File: config.mk
export PLATFORM = sky130hd
export DESIGN_NAME = windowed_latency_percentiles_top
export DESIGN_NICKNAME = d
export VERILOG_FILES = /design/src/sv/wlp_pkg.sv /design/src/sv/wlp_ram.sv /design/src/sv/wlp_div.sv /design/src/sv/windowed_latency_percentiles_top.sv
export SDC_FILE = /design/constraint.sdc
export NUM_CORES = 2
export LEC_CHECK = 0
export BUFFER_PORTS_ARGS = -buffer_cell sky130_fd_sc_hd__buf_2
export CAP_MARGIN = 10
export CORE_MARGIN = 8
export CORE_UTILIZATION = 63
export CTS_CLUSTER_SIZE = 10
export DETAILED_ROUTE_END_ITERATION = 8
export PLACE_DENSITY = 0.79
export SETUP_SLACK_MARGIN = 0.15
export SLEW_MARGIN = 5
export SYNTH_ARGS = -nofsm -noshare
export SYNTH_HDL_FRONTEND = slang
export SYNTH_SLANG_ARGS = --single-unit
File: constraint.sdc
create_clock -name clk -period 13.25 [get_ports clk]
set_input_delay 2.65 -clock clk [delete_from_list [all_inputs] [get_ports clk]]
set_output_delay 2.65 -clock clk [all_outputs]
set_load 0.005 [all_outputs]
File: src/sv/wlp_pkg.sv
// Package for the windowed latency percentile block.
// Holds sizes, state codes, the rank helper and the sample saturation helper; no dependencies.
`default_nettype none
package wlp_pkg;
    localparam int WINDOW_DEPTH = 128;
    localparam int SAMPLE_BITS  = 24;
    localparam int LAT_BITS     = 24;
    localparam int HELD_BITS    = 8;
    localparam int ADDR_BITS    = $clog2(WINDOW_DEPTH);
    localparam int CNT_BITS     = $clog2(WINDOW_DEPTH + 1);
    localparam int SUM_BITS     = SAMPLE_BITS + CNT_BITS;
    localparam int PROD_BITS    = CNT_BITS + 7;
    localparam int RECIP_SHIFT  = 24;
    localparam int RECIP_BITS   = 18;
    localparam logic [RECIP_BITS-1:0] RECIP_100 =
        RECIP_BITS'(((64'd1 << RECIP_SHIFT) + 64'd99) / 64'd100);
    localparam logic [6:0] PCT_50 = 7'd50;
    localparam logic [6:0] PCT_95 = 7'd95;
    localparam logic [6:0] PCT_99 = 7'd99;

    typedef enum logic [5:0] {
        S_IDLE = 6'b000001,
        S_SUM  = 6'b000010,
        S_DIV  = 6'b000100,
        S_CAND = 6'b001000,
        S_SCAN = 6'b010000,
        S_DONE = 6'b100000
    } state_t;

    function automatic logic [CNT_BITS-1:0] rank_of(input logic [CNT_BITS-1:0] n,
                                                    input logic [6:0] pct);
        logic [PROD_BITS-1:0]            x;
        logic [PROD_BITS+RECIP_BITS-1:0] p;
        x = PROD_BITS'(n) * PROD_BITS'(pct);
        p = (PROD_BITS+RECIP_BITS)'(x) * (PROD_BITS+RECIP_BITS)'(RECIP_100);
        return CNT_BITS'(p >> RECIP_SHIFT);
    endfunction

    function automatic logic [SAMPLE_BITS-1:0] sat_sample(input logic [LAT_BITS-1:0] v);
        logic [LAT_BITS+SAMPLE_BITS-1:0] wide;
        logic [LAT_BITS+SAMPLE_BITS-1:0] smax;
        wide = (LAT_BITS+SAMPLE_BITS)'(v);
        smax = ((LAT_BITS+SAMPLE_BITS)'(1) << SAMPLE_BITS) - (LAT_BITS+SAMPLE_BITS)'(1);
        if (wide > smax)
            return SAMPLE_BITS'(smax);
        return SAMPLE_BITS'(wide);
    endfunction
endpackage
`default_nettype wire

File: src/sv/wlp_ram.sv
// Single-port synchronous RAM with registered read.
// Generic; no package dependency.
`default_nettype none
module wlp_ram #(
    parameter int DEPTH = 128,
    parameter int WIDTH = 24
) (
    input  wire logic                     clk,
    input  wire logic                     we,
    input  wire logic                     re,
    input  wire logic [$clog2(DEPTH)-1:0] addr,
    input  wire logic [WIDTH-1:0]         wdata,
    output      logic [WIDTH-1:0]         rdata
);
    logic [WIDTH-1:0] mem [DEPTH];

    always_ff @(posedge clk)
    begin
        if (we)
            mem[addr] <= wdata;
        if (re)
            rdata <= mem[addr];
    end
endmodule
`default_nettype wire

File: src/sv/wlp_div.sv
// Restoring divider, one quotient bit per cycle, for the window mean.
// Depends on wlp_pkg.
`default_nettype none
module wlp_div
    import wlp_pkg::*;
(
    input  wire logic                clk,
    input  wire logic                rst_n,
    input  wire logic                start,
    input  wire logic [SUM_BITS-1:0] dividend,
    input  wire logic [CNT_BITS-1:0] divisor,
    output      logic                done,
    output      logic [SUM_BITS-1:0] quotient
);
    localparam int STEP_BITS = $clog2(SUM_BITS);

    logic                 run_reg, run_next;
    logic                 done_reg, done_next;
    logic [STEP_BITS-1:0] step_reg, step_next;
    logic [SUM_BITS-1:0]  quo_reg, quo_next;
    logic [CNT_BITS-1:0]  rem_reg, rem_next;
    logic [CNT_BITS-1:0]  dsr_reg, dsr_next;
    logic [CNT_BITS:0]    trial;
    logic                 fits;

    assign trial = {rem_reg, quo_reg[SUM_BITS-1]};
    assign fits  = trial >= {1'b0, dsr_reg};

    always_comb
    begin
        run_next  = run_reg;
        done_next = 1'b0;
        step_next = step_reg;
        quo_next  = quo_reg;
        rem_next  = rem_reg;
        dsr_next  = dsr_reg;
        if (start)
        begin
            run_next  = 1'b1;
            step_next = '0;
            quo_next  = dividend;
            rem_next  = '0;
            dsr_next  = divisor;
        end
        else if (run_reg)
        begin
            rem_next  = fits ? CNT_BITS'(trial - {1'b0, dsr_reg}) : CNT_BITS'(trial);
            quo_next  = {quo_reg[SUM_BITS-2:0], fits};
            step_next = step_reg + STEP_BITS'(1);
            if (step_reg == STEP_BITS'(SUM_BITS - 1))
            begin
                run_next  = 1'b0;
                done_next = 1'b1;
            end
        end
    end

    always_ff @(posedge clk or negedge rst_n)
    begin
        if (!rst_n)
        begin
            run_reg  <= 1'b0;
            done_reg <= 1'b0;
            step_reg <= '0;
        end
        else
        begin
            run_reg  <= run_next;
            done_reg <= done_next;
            step_reg <= step_next;
        end
    end

    always_ff @(posedge clk)
    begin
        quo_reg <= quo_next;
        rem_reg <= rem_next;
        dsr_reg <= dsr_next;
    end

    assign done     = done_reg;
    assign quotient = quo_reg;
endmodule
`default_nettype wire

File: src/sv/windowed_latency_percentiles_top.sv
// Top level of the windowed latency percentile block: sequencer over the sample RAM.
// Depends on wlp_pkg, wlp_ram and wlp_div.
// Record: one transfer per cycle, busy stays low, no result.
// Query: result strobe after the sum pass, the mean division and the rank scan, which
// reads every sample once per candidate through the single RAM port.
// Empty query: result strobe in the cycle after the transfer. Result strobe cannot stall.
// Reset clears write position, fill count and sequencer; RAM contents are not cleared.
`default_nettype none
module windowed_latency_percentiles_top
    import wlp_pkg::*;
(
    input  wire logic                 clk,
    input  wire logic                 rst_n,
    input  wire logic                 start,
    output      logic                 busy,
    input  wire logic                 op,
    input  wire logic [LAT_BITS-1:0]  latency_sample,
    output      logic                 done,
    output      logic [LAT_BITS-1:0]  median_latency,
    output      logic [LAT_BITS-1:0]  p95_latency,
    output      logic [LAT_BITS-1:0]  p99_latency,
    output      logic [LAT_BITS-1:0]  max_latency,
    output      logic [LAT_BITS-1:0]  mean_latency,
    output      logic [HELD_BITS-1:0] samples_held
);
    state_t                 state_reg, state_next;
    logic [ADDR_BITS-1:0]   wp_reg, wp_next;
    logic [CNT_BITS-1:0]    fill_reg, fill_next;
    logic [CNT_BITS-1:0]    n_reg, n_next;
    logic [CNT_BITS-1:0]    idx_reg, idx_next;
    logic [CNT_BITS-1:0]    rcv_reg, rcv_next;
    logic [CNT_BITS-1:0]    cidx_reg, cidx_next;
    logic                   vld_reg, vld_next;
    logic                   first_reg, first_next;
    logic                   done_reg, done_next;
    logic                   dstart_reg, dstart_next;
    logic [SUM_BITS-1:0]    sum_reg, sum_next;
    logic [SAMPLE_BITS-1:0] max_reg, max_next;
    logic [SAMPLE_BITS-1:0] cand_reg, cand_next;
    logic [CNT_BITS-1:0]    lt_reg, lt_next;
    logic [CNT_BITS-1:0]    eq_reg, eq_next;
    logic [CNT_BITS-1:0]    r50_reg, r50_next, r95_reg, r95_next, r99_reg, r99_next;
    logic [SAMPLE_BITS-1:0] v50_reg, v50_next, v95_reg, v95_next, v99_reg, v99_next;
    logic [SUM_BITS-1:0]    mean_reg, mean_next;
    logic [LAT_BITS-1:0]    o50_reg, o50_next, o95_reg, o95_next, o99_reg, o99_next;
    logic [LAT_BITS-1:0]    omax_reg, omax_next, omean_reg, omean_next;
    logic [HELD_BITS-1:0]   oheld_reg, oheld_next;

    logic                   accept;
    logic                   ram_we, ram_re;
    logic [ADDR_BITS-1:0]   ram_addr;
    logic [SAMPLE_BITS-1:0] ram_rdata;
    logic                   div_done;
    logic [SUM_BITS-1:0]    div_quo;
    logic [CNT_BITS-1:0]    lt_f, eq_f;
    logic [CNT_BITS:0]      hi_f;

    assign accept = start && !busy;
    assign busy   = state_reg != S_IDLE;

    wlp_ram #(.DEPTH(WINDOW_DEPTH), .WIDTH(SAMPLE_BITS)) u_ram (
        .clk   (clk),
        .we    (ram_we),
        .re    (ram_re),
        .addr  (ram_addr),
        .wdata (sat_sample(latency_sample)),
        .rdata (ram_rdata)
    );

    wlp_div u_div (
        .clk      (clk),
        .rst_n    (rst_n),
        .start    (dstart_reg),
        .dividend (sum_reg),
        .divisor  (n_reg),
        .done     (div_done),
        .quotient (div_quo)
    );

    always_comb
    begin
        lt_f = lt_reg + CNT_BITS'(ram_rdata < cand_reg);
        eq_f = eq_reg + CNT_BITS'(ram_rdata == cand_reg);
        hi_f = {1'b0, lt_f} + {1'b0, eq_f};
    end

    always_comb
    begin
        state_next  = state_reg;
        wp_next     = wp_reg;
        fill_next   = fill_reg;
        n_next      = n_reg;
        idx_next    = idx_reg;
        rcv_next    = rcv_reg;
        cidx_next   = cidx_reg;
        vld_next    = 1'b0;
        first_next  = 1'b0;
        done_next   = 1'b0;
        dstart_next = 1'b0;
        sum_next    = sum_reg;
        max_next    = max_reg;
        cand_next   = cand_reg;
        lt_next     = lt_reg;
        eq_next     = eq_reg;
        r50_next    = r50_reg;
        r95_next    = r95_reg;
        r99_next    = r99_reg;
        v50_next    = v50_reg;
        v95_next    = v95_reg;
        v99_next    = v99_reg;
        mean_next   = mean_reg;
        o50_next    = o50_reg;
        o95_next    = o95_reg;
        o99_next    = o99_reg;
        omax_next   = omax_reg;
        omean_next  = omean_reg;
        oheld_next  = oheld_reg;
        ram_we      = 1'b0;
        ram_re      = 1'b0;
        ram_addr    = wp_reg;

        unique case (state_reg)
            S_IDLE:
            begin
                if (accept && !op)
                begin
                    ram_we  = 1'b1;
                    wp_next = (wp_reg == ADDR_BITS'(WINDOW_DEPTH - 1)) ? '0
                              : wp_reg + ADDR_BITS'(1);
                    if (fill_reg != CNT_BITS'(WINDOW_DEPTH))
                        fill_next = fill_reg + CNT_BITS'(1);
                end
                else if (accept && op)
                begin
                    if (fill_reg == '0)
                    begin
                        o50_next   = '0;
                        o95_next   = '0;
                        o99_next   = '0;
                        omax_next  = '0;
                        omean_next = '0;
                        oheld_next = '0;
                        done_next  = 1'b1;
                    end
                    else
                    begin
                        n_next     = fill_reg;
                        r50_next   = rank_of(fill_reg, PCT_50);
                        r95_next   = rank_of(fill_reg, PCT_95);
                        r99_next   = rank_of(fill_reg, PCT_99);
                        idx_next   = '0;
                        rcv_next   = '0;
                        sum_next   = '0;
                        max_next   = '0;
                        state_next = S_SUM;
                    end
                end
            end
            S_SUM:
            begin
                if (idx_reg != n_reg)
                begin
                    ram_re   = 1'b1;
                    ram_addr = idx_reg[ADDR_BITS-1:0];
                    idx_next = idx_reg + CNT_BITS'(1);
                    vld_next = 1'b1;
                end
                if (vld_reg)
                begin
                    sum_next = sum_reg + SUM_BITS'(ram_rdata);
                    if (ram_rdata > max_reg)
                        max_next = ram_rdata;
                    rcv_next = rcv_reg + CNT_BITS'(1);
                    if (rcv_reg == n_reg - CNT_BITS'(1))
                    begin
                        dstart_next = 1'b1;
                        state_next  = S_DIV;
                    end
                end
            end
            S_DIV:
            begin
                if (div_done)
                begin
                    mean_next  = div_quo;
                    cidx_next  = '0;
                    state_next = S_CAND;
                end
            end
            S_CAND:
            begin
                ram_re     = 1'b1;
                ram_addr   = cidx_reg[ADDR_BITS-1:0];
                idx_next   = '0;
                rcv_next   = '0;
                lt_next    = '0;
                eq_next    = '0;
                first_next = 1'b1;
                state_next = S_SCAN;
            end
            S_SCAN:
            begin
                if (first_reg)
                    cand_next = ram_rdata;
                if (idx_reg != n_reg)
                begin
                    ram_re   = 1'b1;
                    ram_addr = idx_reg[ADDR_BITS-1:0];
                    idx_next = idx_reg + CNT_BITS'(1);
                    vld_next = 1'b1;
                end
                if (vld_reg)
                begin
                    lt_next  = lt_f;
                    eq_next  = eq_f;
                    rcv_next = rcv_reg + CNT_BITS'(1);
                    if (rcv_reg == n_reg - CNT_BITS'(1))
                    begin
                        if (lt_f <= r50_reg && {1'b0, r50_reg} < hi_f)
                            v50_next = cand_reg;
                        if (lt_f <= r95_reg && {1'b0, r95_reg} < hi_f)
                            v95_next = cand_reg;
                        if (lt_f <= r99_reg && {1'b0, r99_reg} < hi_f)
                            v99_next = cand_reg;
                        cidx_next  = cidx_reg + CNT_BITS'(1);
                        state_next = (cidx_reg == n_reg - CNT_BITS'(1)) ? S_DONE : S_CAND;
                    end
                end
            end
            S_DONE:
            begin
                o50_next   = LAT_BITS'(v50_reg);
                o95_next   = LAT_BITS'(v95_reg);
                o99_next   = LAT_BITS'(v99_reg);
                omax_next  = LAT_BITS'(max_reg);
                omean_next = LAT_BITS'(mean_reg);
                oheld_next = HELD_BITS'(n_reg);
                done_next  = 1'b1;
                state_next = S_IDLE;
            end
            default:
            begin
                state_next = S_IDLE;
            end
        endcase
    end

    always_ff @(posedge clk or negedge rst_n)
    begin
        if (!rst_n)
        begin
            state_reg  <= S_IDLE;
            wp_reg     <= '0;
            fill_reg   <= '0;
            vld_reg    <= 1'b0;
            first_reg  <= 1'b0;
            done_reg   <= 1'b0;
            dstart_reg <= 1'b0;
        end
        else
        begin
            state_reg  <= state_next;
            wp_reg     <= wp_next;
            fill_reg   <= fill_next;
            vld_reg    <= vld_next;
            first_reg  <= first_next;
            done_reg   <= done_next;
            dstart_reg <= dstart_next;
        end
    end

    always_ff @(posedge clk)
    begin
        n_reg     <= n_next;
        idx_reg   <= idx_next;
        rcv_reg   <= rcv_next;
        cidx_reg  <= cidx_next;
        sum_reg   <= sum_next;
        max_reg   <= max_next;
        cand_reg  <= cand_next;
        lt_reg    <= lt_next;
        eq_reg    <= eq_next;
        r50_reg   <= r50_next;
        r95_reg   <= r95_next;
        r99_reg   <= r99_next;
        v50_reg   <= v50_next;
        v95_reg   <= v95_next;
        v99_reg   <= v99_next;
        mean_reg  <= mean_next;
        o50_reg   <= o50_next;
        o95_reg   <= o95_next;
        o99_reg   <= o99_next;
        omax_reg  <= omax_next;
        omean_reg <= omean_next;
        oheld_reg <= oheld_next;
    end

    assign done           = done_reg;
    assign median_latency = o50_reg;
    assign p95_latency    = o95_reg;
    assign p99_latency    = o99_reg;
    assign max_latency    = omax_reg;
    assign mean_latency   = omean_reg;
    assign samples_held   = oheld_reg;

    a_fill_bound: assert property (@(posedge clk) disable iff (!rst_n)
        fill_reg <= CNT_BITS'(WINDOW_DEPTH))
        else $error("fill count beyond window depth");

    a_write_idle: assert property (@(posedge clk) disable iff (!rst_n)
        ram_we |-> state_reg == S_IDLE)
        else $error("sample write outside idle");

    a_done_src: assert property (@(posedge clk) disable iff (!rst_n)
        $rose(done) |-> $past(state_reg == S_DONE || (accept && op)))
        else $error("result strobe without query");

    a_div_in_div: assert property (@(posedge clk) disable iff (!rst_n)
        div_done |-> state_reg == S_DIV)
        else $error("divider finished outside mean phase");
endmodule
`default_nettype wire

==> run metrics <==
num rows 180; Cells after Synth 9426; register area share after synthesis 69.8%; initial core utilization 63.4%; drt pass-1 iters 6; clock latency on the worst-skew pair 0.97 ns; TNS Setup 0 ns; DP HPWL 229000 microns; I/O Pins 158; total number of H-tree levels 5; clock tree from TritonCTS built; Area Overhead vs Synth 10.5%; syn_nets 10300; post-DR vias/cell 6.75; #FFs+latches synth 3552; fin nets 10600; Synth Area per Inst 16.2 sq um; fraction of layout cells with a size suffix above 1 10.7%; Top FF cell, synth edfxtp_1; initial antenna violation count 7; setup violators final 0; worst slew pin tran 1.45 ns; WS Path Type register to register; IO buf count 157; Netlist cell types 79; Final Skew 0.0584 ns; Num CTS Buffers 408; Rel. slew slack 3.27%; global-route wire length before repair 565000 microns; DRC viols 0; Final Max Tran Viols 0; via count 87600; setup ws final 2.23 ns; gpl congestion 0.885; RSZ-0062 raised after global routing no; max reg flops 3072; Critical Path RT 13.95 ns; pre-CTS WS 2.29 ns; worst-case clock buffer depth 4; Clk pin slew, worst setup/hold paths 0.06 ns; final hold violation count 0; arrival time at the worst endpoint 11.72 ns; Synth Cell Area 153000 sq um; CTS Root Cell clkbuf_16; fin crit period 11.02 ns; WP buf/inv 8; CTS sink count 3552; count of flip-flops with a built-in enable after synthesis 3512; number of global-route vias before repair 87900; wire per inst 29.8 microns; CP peak stage delay 0.73 ns; Post-CTS Setup Inserts 0; status finished clean; Final ANT Viol Nets 0; max-cap viol count 0; CTS Hold Bufs 0; die width 508 microns; Final Cycle Share 83.2%; Post-synth ARST share 0.901%; CTS resizes 0; GRT Util Overall 29.3%; crit end category register; Core Area 241000 sq um; Routed Wire Length 387000 microns; die area 258000 sq um; largest net degree at the start of global routing 131; Die Y 508 microns; DRT iter0 DRCs 11900; grt ovf 0; CP Max Fanout 13; Crit-path slowest cell a311oi_1; CP top delay family adder cells; CP startpoint kind register; Hold/Removal Path Class register to register; Fmax 90.7 MHz; yosys warns 0
-- metrics by stage --
| step | utilization [%] | area, sq um | hold WS [ns] | std cells |
|---|---|---|---|---|
| floorplan | - | 153000 | 0.422 | 9426 |
| finish | 70.0 | 168000 | 0.448 | 13000 |
| detailed placement | 65.6 | 158000 | 0.443 | 12500 |
| global placement | 65.6 | 158000 | 0.439 | 12500 |
| global route | 70.0 | 168000 | 0.459 | 13000 |
| CTS | 70.0 | 168000 | 0.441 | 13000 |
-- logic make-up after synthesis --
| logic type | after synthesis | synth area share (%) |
|---|---|---|
| buf+inv | 1062 | 2.79 |
| mux | 854 | 5.69 |
| fa+ha+maj | 867 | 8.58 |
| compound gates | 1747 | 8.60 |
| simple gates | 1178 | 3.61 |
| xor+xnor | 166 | 0.953 |
| flops | 3552 | 69.8 |
-- cell type report --
class	instances	area, sq um
Clock inverter	15	141
Tap cell	3185	3990
Multi-Input combinational cell	4812	42600
Sequential cell	3552	106000
Timing Repair Buffer	362	2610
Clock buffer	434	10400
Fill cell	14500	72300
Antenna cell	2	5.00
Inverter	617	2320
-- cells in the mapped netlist (all sizes together) (5+ instances only) --
master | count | share of area (%)
nand2b | 28 | 0.11
o31a | 5 | 0.029
a221oi | 197 | 1.1
mux2i | 775 | 5.1
nor3 | 80 | 0.28
nand4 | 30 | 0.12
dfxtp | 8 | 0.11
o22a | 48 | 0.28
xor2 | 70 | 0.40
o221ai | 243 | 1.4
mux2 | 79 | 0.61
a21o | 50 | 0.25
o21ai | 162 | 0.53
nand2 | 380 | 0.94
xnor2 | 96 | 0.55
or2 | 10 | 0.041
a21boi | 8 | 0.039
a211oi | 34 | 0.17
a21oi | 190 | 0.62
o21a | 25 | 0.12
a31oi | 33 | 0.14
dfrtp | 31 | 0.51
buf | 205 | 0.68
clkbuf | 240 | 0.59
o211ai | 6 | 0.039
and3 | 21 | 0.086
inv | 617 | 1.5
a22o | 217 | 1.2
nand3 | 111 | 0.36
edfxtp | 3512 | 69
o22ai | 146 | 0.60
and2 | 151 | 0.62
nor3b | 8 | 0.039
a22oi | 288 | 1.4
ha | 569 | 4.7
o21bai | 10 | 0.049
nor2b | 35 | 0.14
nor2 | 299 | 0.74
fa | 298 | 3.9
or3 | 9 | 0.037
o31ai | 5 | 0.025
a222oi | 48 | 0.32
-- final timing paths --
| kind | from | cells after the start | slack [ns] | endpoint |
|---|---|---|---|---|
| setup reg to reg | fill_reg[2] | 38 | 2.23 | r95_reg[6] |
| hold reg to reg | u_div.quotient[11] | 0 | 0.45 | mean_reg[11] |
| setup / recovery | fill_reg[2] | 38 | 2.23 | r95_reg[6] |
| min in group asynchronous | rst_n | 1 | 1.87 | fill_reg[0] |
| hold / removal | u_div.quotient[11] | 0 | 0.45 | mean_reg[11] |
| max in group asynchronous | rst_n | 1 | 10.68 | dstart_reg |
-- placed cells by master, fill, tap and decap left out, types with 28 or more instances in the layout --
cell type	count
a211oi_1	33
nand2_1	376
ha_1	569
o221ai_1	242
nor2b_1	34
xor2_1	70
nand3_1	107
edfxtp_1	3512
nor3_1	75
a21oi_1	190
nand2b_1	28
nand4_1	30
o21ai_0	162
a22o_1	217
mux2i_1	775
mux2_2	66
buf_2	133
buf_4	211
a31oi_1	33
dfrtp_1	30
xnor2_1	96
a222oi_1	48
nor2_1	163
a21o_1	50
inv_1	617
nor2_2	88
a22oi_1	288
a221oi_1	196
clkbuf_16	414
fa_1	298
o22ai_1	146
nor2_4	48
and2_1	151
o22a_1	48
-- layer usage --
layer | part of all wire, % | GRT usage [%] | vias up
met3 | 11 | 6.58 | 1029
met2 | 47 | 46.8 | 5650
met1 | 37 | 38.8 | 43900
li1 | - | - | 37000
met4 | 5.3 | 13.4 | 6
met5 | 0.010 | 0 | -
Power is left out: the tool's default activity adds up to more than one toggle a clock period on the data nets, which glitch-free logic cannot reach.
